### src/rtl/mesisb_ram.sv
// ----------------------------------------------------------------------------
// mesisb_ram
// Single-port-write, single-port-read synchronous RAM, registered read.
// ----------------------------------------------------------------------------
`default_nettype none

module mesisb_ram #(
   parameter int DEPTH = 64,
   parameter int WIDTH = 32,
   localparam int AW   = $clog2(DEPTH)
) (
   input  wire logic             clock,
   input  wire logic             we,
   input  wire logic [AW-1:0]    waddr,
   input  wire logic [WIDTH-1:0] wdata,
   input  wire logic [AW-1:0]    raddr,
   output logic      [WIDTH-1:0] rdata
);

   logic [WIDTH-1:0] ram_ff [DEPTH];
   logic [WIDTH-1:0] rdata_ff;

   always_ff @(posedge clock) begin
      if (we) begin
         ram_ff[waddr] <= wdata;
      end
      rdata_ff <= ram_ff[raddr];
   end

   assign rdata = rdata_ff;

endmodule

`default_nettype wire

### config.mk
export PLATFORM = sky130hd
export DESIGN_NAME = mesisb_ram
export DESIGN_NICKNAME = d
export VERILOG_FILES = /design/src/rtl/mesisb_ram.sv
export SDC_FILE = /design/constraint.sdc
export NUM_CORES = 2
export LEC_CHECK = 0
export BUFFER_PORTS_ARGS = -buffer_cell sky130_fd_sc_hd__buf_4
export CAP_MARGIN = 20
export CELL_PAD_IN_SITES_DETAIL_PLACEMENT = 0
export CELL_PAD_IN_SITES_GLOBAL_PLACEMENT = 2
export CORE_MARGIN = 2
export CORE_UTILIZATION = 25
export DETAILED_ROUTE_END_ITERATION = 10
export MAX_ROUTING_LAYER = met4
export PLACE_DENSITY_LB_ADDON = 0.1
export SLEW_MARGIN = 15
export SYNTH_ARGS = -nofsm -noshare
export SYNTH_HDL_FRONTEND = slang
export SYNTH_SLANG_ARGS = --single-unit
export TNS_END_PERCENT = 5
### constraint.sdc
create_clock -name clock -period 5.7 [get_ports clock]
set_clock_uncertainty 0.1 [all_clocks]
set_input_delay 1.14 -clock clock [delete_from_list [all_inputs] [get_ports clock]]
set_output_delay 1.14 -clock clock [all_outputs]
set_load 0.005 [all_outputs]
==> impl_metrics.ini <==
[timing]
finalCritPeriodShare_pct = 69.2
tightest_slew_ns = 1.17
setup_viol = 0
setup_ws_ns = 1.76
relSlewSlack_pct = 22.3
rsz0062_at_grt = false
fmax_mhz = 254
whs_ns = 0.643
fin_crit_ns = 3.94
finalSetupTns_ns = 0
final_max_slew_viol_count = 0
hold_viol = 0

[flow_run]
cap_viol_max_count = 0

[placed_design]
portBuffers = 77
hpwl_um = 147000
place_ws_ns = 0.752
gp_congestion = 0.706

[global_route]
grt_pass1_wl_um = 350000
grt_antenna_before_repair = 33
grtUsageTotal_pct = 16.7
met3_usage_pct = 2.87
grt-ovfl-total = 0
grt-busiest-layer = met2
met1_usage_pct = 22.7
use_met2_pct = 26.2
grt_start_max_net_pins = 65
grt_pass1_vias = 38200

[synthesis]
synth-edff-count = 2048
syn_area_mm2 = 0.0785
yosysSeqAreaShare_pct = 79.1
synth_cell_types = 34
ys_warn_count = 0
synth-seq-cells = 2080
synth_fp_nets = 3370
synthArstFlopShare_pct = 0
synth_cells = 3324
syn_avg_cell_area_um2 = 23.6
ys.flop_type = edfxtp_1

[cts]
cts_tree = yes
post_cts_buffers = 0
path_clk_slew_ns = 0.06
numCtsBuffers = 236
clock_latency_ns = 0.89
h-tree-depth = 4
clk_path_buf_depth = 4
root_buffer = clkbuf_16
hold_buffers = 0
cts.sinks = 2080
ctsResizeCount = 0

[worst_setup_path]
crit_type = input port to register
cp_max_fo = 53
crit_arrival_ns = 4.57
critPathLaunchType = input port
reg2reg_slack_ns = 2.97
cp.required_ns = 6.32
crit_path_end_kind = register

[layout]
fin_util_pct = 29.9
drive_gt1_share_pct = 31.0
nets = 3679
area_growth_syn_to_layout_pct = 18.8
mostFrequentLayoutCells = edfxtp_1 (2048), mux4_2 (544), clkbuf_16 (239), buf_4 (207), mux2i_1 (93)
layout_commonest_cell = edfxtp_1

[floorplanning]
fp.dieH_um = 564
die_w_um = 564
start_util_pct = 25.2
design.die.area_mm2 = 0.319
io_pins = 78
rows = 205
core_area_mm2 = 0.312

[power_and_ir_drop]
peakVddDrop_mv = 0.250
p_per_area_mw_per_mm2 = 361
cellLeakagePower_nw = 28.4
power_mw = 33.7

[hold_path]
hold_path.class = register to register

[routing]
drt_iter0_markers = 3247
ant_nets = 0
via_per_inst = 4.58
drtPass1Iterations = 5
via_count = 36600
routedWlPerCell_um = 32.5
finalWirelength_um = 260000
drc_errors = 0

[outcome]
status = completed
-- state kept, by name, summed over array words and instances (netlist names) --
register and cells:
ram_ff 2048, rdata 32
-- path summary, 6_finish.rpt --
check / from / endpoint / cells after the start
setup reg to reg: ram_ff[15][18] / rdata[18] / 4
hold / removal: ram_ff[28][17] / rdata[17] / 4
hold reg to reg: ram_ff[28][17] / rdata[17] / 4
setup / recovery: raddr[0] / rdata[11] / 6
-- cell families after synthesis --
family / count (synthesis) / share of synthesized area [%]
flip-flops: 2080 / 79.1
multiplexers: 637 / 16.8
AND/OR/NAND/NOR: 223 / 1.27
AO/OA/AOI/OAI: 202 / 1.67
buffers and inverters: 182 / 1.13
-- worst max-delay path, stage by stage --
cell and delay, ns:
buf_8 0.51, buf_12 0.44, mux4_2 0.58, mux4_2 0.55, o22ai_1 0.91, nor2_1 0.12
-- cell usage after synthesis (all sizes together) (12+ instances only) --
master / number / area (um^2)
edfxtp: 2048 / 61500
mux4: 544 / 12300
nor2: 137 / 514
buf: 108 / 608
mux2i: 93 / 931
o22ai: 84 / 526
clkbuf: 74 / 278
a21oi: 62 / 310
dfxtp: 32 / 641
o221ai: 27 / 236
nand2: 26 / 97.6
nor2b: 15 / 93.8
a22oi: 12 / 90.1
-- metal layers --
metal	wire length [um]	part of all wire [%]
met4	5410	2.1
met5	0	0
met2	124000	48
met3	11900	4.6
met1	119000	46
-- final cells by class --
type / instances / area (um^2)
fillers: 30000 / 219000
well taps: 4140 / 5180
flip-flops and latches: 2080 / 62100
clock inverters: 96 / 982
repair buffers: 253 / 2450
diodes: 15 / 37.5
multi-input cells: 1062 / 16000
clock buffers: 337 / 6500
-- report_power, final --
group          internal [mW]  switching [mW]  leakage [nW]
Sequential              16.9          0.0983          18.7
Clock                   8.70            6.21          3.64
Combinational          0.612            1.10          6.10
-- stage by stage --
step	cells	cell area [um^2]
floorplan	3324	78500
global placement	7535	85800
detailed placement	7535	85800
CTS	7968	93200
global route	7974	93300
finish	7983	93300
(Power assumes the default switching activity.)
